<file path="src/hdl/mbe_pkg.sv">
package mbe_pkg;

  localparam int TableSize = 4096;
  localparam int IdxW      = 12;
  localparam int ResW      = 30;
  localparam int MulLat    = 5;

  localparam logic [ResW-1:0] Prime     = 30'd1000000007;
  localparam logic [ResW-1:0] FermatExp = Prime - 30'd2;
  localparam logic [IdxW-1:0] LastIdx   = IdxW'(TableSize - 1);

  // barrett factor floor(2^60 / prime)
  localparam logic [30:0] BarrettMu = 31'((64'd1 << 60) / 64'd1000000007);

  typedef enum logic [1:0] {
    CMD_NCR     = 2'd0,
    CMD_NPR     = 2'd1,
    CMD_FACT    = 2'd2,
    CMD_INVFACT = 2'd3
  } cmd_t;

  typedef enum logic [3:0] {
    ST_FWD  = 4'b0001,
    ST_EXP  = 4'b0010,
    ST_BWD  = 4'b0100,
    ST_DONE = 4'b1000
  } fill_st_t;

endpackage

</file>
<file path="src/hdl/mbe_modmul.sv">
module mbe_modmul (
  input  logic                     clk,
  input  logic                     rst_n,
  input  logic                     en,
  input  logic                     in_vld,
  input  logic [mbe_pkg::ResW-1:0] a,
  input  logic [mbe_pkg::ResW-1:0] b,
  output logic                     out_vld,
  output logic [mbe_pkg::ResW-1:0] res
);

  localparam logic [31:0] P1 = 32'(mbe_pkg::Prime);
  localparam logic [31:0] P2 = 32'(mbe_pkg::Prime) << 1;

  logic [mbe_pkg::MulLat-1:0] vld_r;
  logic [59:0] prod_r;
  logic [61:0] est_r;
  logic [31:0] xlo2_r, xlo3_r, qp_r, rem_r;
  logic [mbe_pkg::ResW-1:0] res_r;

  always_ff @(posedge clk) begin
    if (!rst_n) begin
      vld_r <= '0;
    end else if (en) begin
      vld_r <= {vld_r[mbe_pkg::MulLat-2:0], in_vld};
    end
  end

  always_ff @(posedge clk) begin
    if (en) begin
      prod_r <= 60'(a) * 60'(b);
      est_r  <= 62'(prod_r[59:29]) * 62'(mbe_pkg::BarrettMu);
      xlo2_r <= prod_r[31:0];
      // quotient estimate is at most two short, so only low bits matter
      qp_r   <= 32'(60'(est_r[60:31]) * 60'(mbe_pkg::Prime));
      xlo3_r <= xlo2_r;
      rem_r  <= xlo3_r - qp_r;
      if (rem_r >= P2) begin
        res_r <= mbe_pkg::ResW'(rem_r - P2);
      end else if (rem_r >= P1) begin
        res_r <= mbe_pkg::ResW'(rem_r - P1);
      end else begin
        res_r <= mbe_pkg::ResW'(rem_r);
      end
    end
  end

  assign out_vld = vld_r[mbe_pkg::MulLat-1];
  assign res     = res_r;

endmodule

</file>
<file path="config.mk">
export PLATFORM = sky130hd
export DESIGN_NAME = mbe_modmul
export DESIGN_NICKNAME = d
export VERILOG_FILES = /design/src/hdl/mbe_pkg.sv /design/src/hdl/mbe_modmul.sv
export SDC_FILE = /design/constraint.sdc
export NUM_CORES = 2
export LEC_CHECK = 0
export BUFFER_PORTS_ARGS = -buffer_cell sky130_fd_sc_hd__buf_4
export CORE_MARGIN = 10
export CORE_UTILIZATION = 47
export DETAILED_ROUTE_END_ITERATION = 8
export GPL_TIMING_DRIVEN = 0
export SLEW_MARGIN = 20
export SYNTH_ARGS = -nofsm -noshare
export SYNTH_HDL_FRONTEND = slang
export SYNTH_SLANG_ARGS = --single-unit
</file>
<file path="constraint.sdc">
create_clock -name clk -period 8.8 [get_ports clk]
set_clock_uncertainty 0.05 [all_clocks]
set_input_delay 0.88 -clock clk [delete_from_list [all_inputs] [get_ports clk]]
set_output_delay 0.88 -clock clk [all_outputs]
set_load 0.005 [all_outputs]
</file>
==> results_dict.tcl <==
set metrics [dict create \
    status "finished, final reports clean" \
    first_pass_iters 6 \
    rows 131 \
    die_y_microns 377 \
    r2r_end "est_r[60]$_DFFE_PP_" \
    io_pins 95 \
    numCtsBuffers 26 \
    postPlaceCellArea_sq_um 62400 \
    ff_latch_area_sq_um 7550 \
    start_util_pct 47.2 \
    fillCellCount 11900 \
    drtIter0Drc 2760 \
    syn_area_per_cell_sq_um 10.1 \
    yosys.area.top_type "fa_1" \
    crit_path_max_fanout 10 \
    slew_headroom_pct 26.8 \
    slew_viol_final 0 \
    fin_crit_ps 8720 \
    fmax_ghz 0.115 \
    syn2layout_area_growth_pct 5.64 \
    cts_tree "built" \
    cts_sinks 253 \
    r2r_cells 21 \
    yosys-top-cells-area "fa_1 41%, ha_1 17%, edfxtp_1 12%" \
    syn_nets 8033 \
    synth_edf_count 248 \
    ys_async_sr_fraction_pct 0 \
    syn_area_sq_um 60000 \
    grtUsageTotal_pct 24.8 \
    path_clk_slew_ps 60 \
    hold_path.class "reg -> reg" \
    hold-path-endpoint "xlo2_r[3]$_DFFE_PP_" \
    place_congestion 0.969 \
    hold_ws_ps 366 \
    cp.required_ps 9040 \
    worstMarginPinSlew_ps 1100 \
    synth.distinct_cells 86 \
    final_common_cell "inv_1" \
    finalHoldViolCount 0 \
    cts_max_path_buffers 3 \
    synth_ff_type "edfxtp_1" \
    arrival_ps 8960 \
    syn_inst 5951 \
    critPathLaunchType "input port" \
    hold-path-cell-count 0 \
    cts_root_buf "clkbuf_16" \
    dieArea_sq_um 142000 \
    synth_top_area_share_pct 40.8 \
    final_area_sq_um 63400 \
    dp_slack_ps -1200 \
    final_nets 8097 \
    fin_cells 7701 \
    dp_hpwl_microns 145000 \
    grt_pass1_wl_microns 267000 \
    setup_slack_ps 79.3 \
    num_vias 40700 \
    via_per_inst 5.29 \
    dp.cells 7649 \
    drv_cap 0 \
    rr_startpoint "prod_r[39]$_DFFE_PP_" \
    grt_pass1_vias 43800 \
    seq_area_frac_synth_pct 12.6 \
    ys_seq_elements 253 \
    wl_per_cell_microns 22.5 \
    layout_common_cells "1494 x inv_1, 1222 x fa_1, 796 x ha_1" \
    placement.io_buffers 34 \
    finalCritPeriodShare_pct 99.1 \
    cts_hold_buf 0 \
    setup_viol 0 \
    worstHoldStart "prod_r[3]$_DFFE_PP_" \
    critical_path_class "in -> reg" \
    drive_above_1_share_pct 3.08 \
    antenna_found_initial 9 \
    clk_latency_ps 550 \
    drc 0 \
    grt_max_degree 107 \
    coreArea_sq_um 127000 \
    drt_wl_total_microns 173000 \
    worstSetupEndpointType "register" \
    htreeDepth 1 \
    die_w_microns 377 \
    gr-total-overflow 0 \
    final_antenna_net_count 0 \
    ys.warnings.count 0 \
    r2r_slack_ps 910 \
    multiInputGateArea_sq_um 46100 \
]
## synthesized netlist by cell type (15+ instances only)
library cell	instances
xor2_1	52
a21oi_1	159
and2_1	504
xnor2_1	145
fa_1	1222
ha_1	796
o21ai_0	86
nor3_1	22
a21o_1	76
o211ai_1	15
nand3_1	32
clkbuf_1	204
nor2b_1	17
nand2_1	495
o21a_1	29
a211oi_1	17
nand4_1	19
edfxtp_1	248
nor2_1	89
nand2b_1	23
inv_1	1494
o21bai_1	17
## registers in the layout (all words and copies together), names as in the netlist
register	cells
est_r	30
res	30
vld_r	5
rem_r	32
xlo3_r	32
prod_r	60
qp_r	32
xlo2_r	32
## per-stage QoR
step	util, %	TNS, ps
after floorplan	-	0
after global placement	49.0	-8780
after detailed placement	49.1	-9510
after CTS	49.8	0
after global routing	49.8	-131
final	49.9	0
## how the worst max path moves through the flow
stage | from | endpoint | slack [ps]
after detailed placement | a[13] | prod_r[59]$_DFFE_PP_ | -1200
after CTS | b[15] | prod_r[59]$_DFFE_PP_ | 20
after global routing | a[7] | prod_r[59]$_DFFE_PP_ | -50
after floorplan | a[27] | prod_r[59]$_DFFE_PP_ | 870
final | a[6] | prod_r[59]$_DFFE_PP_ | 80
after global placement | a[18] | prod_r[59]$_DFFE_PP_ | -1120
## per-layer routing
metal | vias up | track usage, % | routed length (microns)
met5 | - | 0 | 41
met4 | 6 | 8.52 | 8190
met3 | 334 | 4.23 | 13100
met2 | 1458 | 40.3 | 78700
met1 | 20600 | 33.5 | 73300
li1 | 18300 | - | -
## area by class of cell
type                            count  area share, %
Sequential cell                   253           11.9
Inverter                         1494           8.84
Buffer                            211           1.40
Antenna cell                        7         0.0276
Multi-Input combinational cell   3993           72.7
Tap cell                         1662           3.28
Clock inverter                     17          0.302
Timing Repair Buffer               36          0.501
Clock buffer                       28           1.04
## cell families after synthesis
group / Yosys count / synth area share, %
compound gates: 517 / 5.75
xor+xnor: 197 / 2.87
fa+ha+maj: 2018 / 57.4
buf+inv: 1705 / 10.7
flops: 253 / 12.6
mux: 7 / 0.117
simple gates: 1254 / 10.7
## what timing repair did
item	CTS	global route
buffers inserted	0	0
hold endpoints to repair	0	0
endpoints found under the setup margin	7	5
resized for setup	41	59
## worst max-delay path: stages
cell and delay [ps]:
clkbuf_1 700, nand2_1 180, fa_1 460, inv_1 70
fa_1 410, inv_1 120, fa_1 440, fa_1 540
fa_1 560, inv_1 50, fa_1 440, fa_1 520
fa_1 430, ha_1 290, clkbuf_1 280, nand4_1 200
nor4_1 400, nand3_1 290, a211oi_4 490, o211ai_1 250
a31oi_2 330, a2111oi_4 160, o21ai_0 200, a21oi_1 110
xnor2_1 140
Power is not shown: default switching activity piles up to over one toggle a cycle in this logic, so the estimate is an artifact.
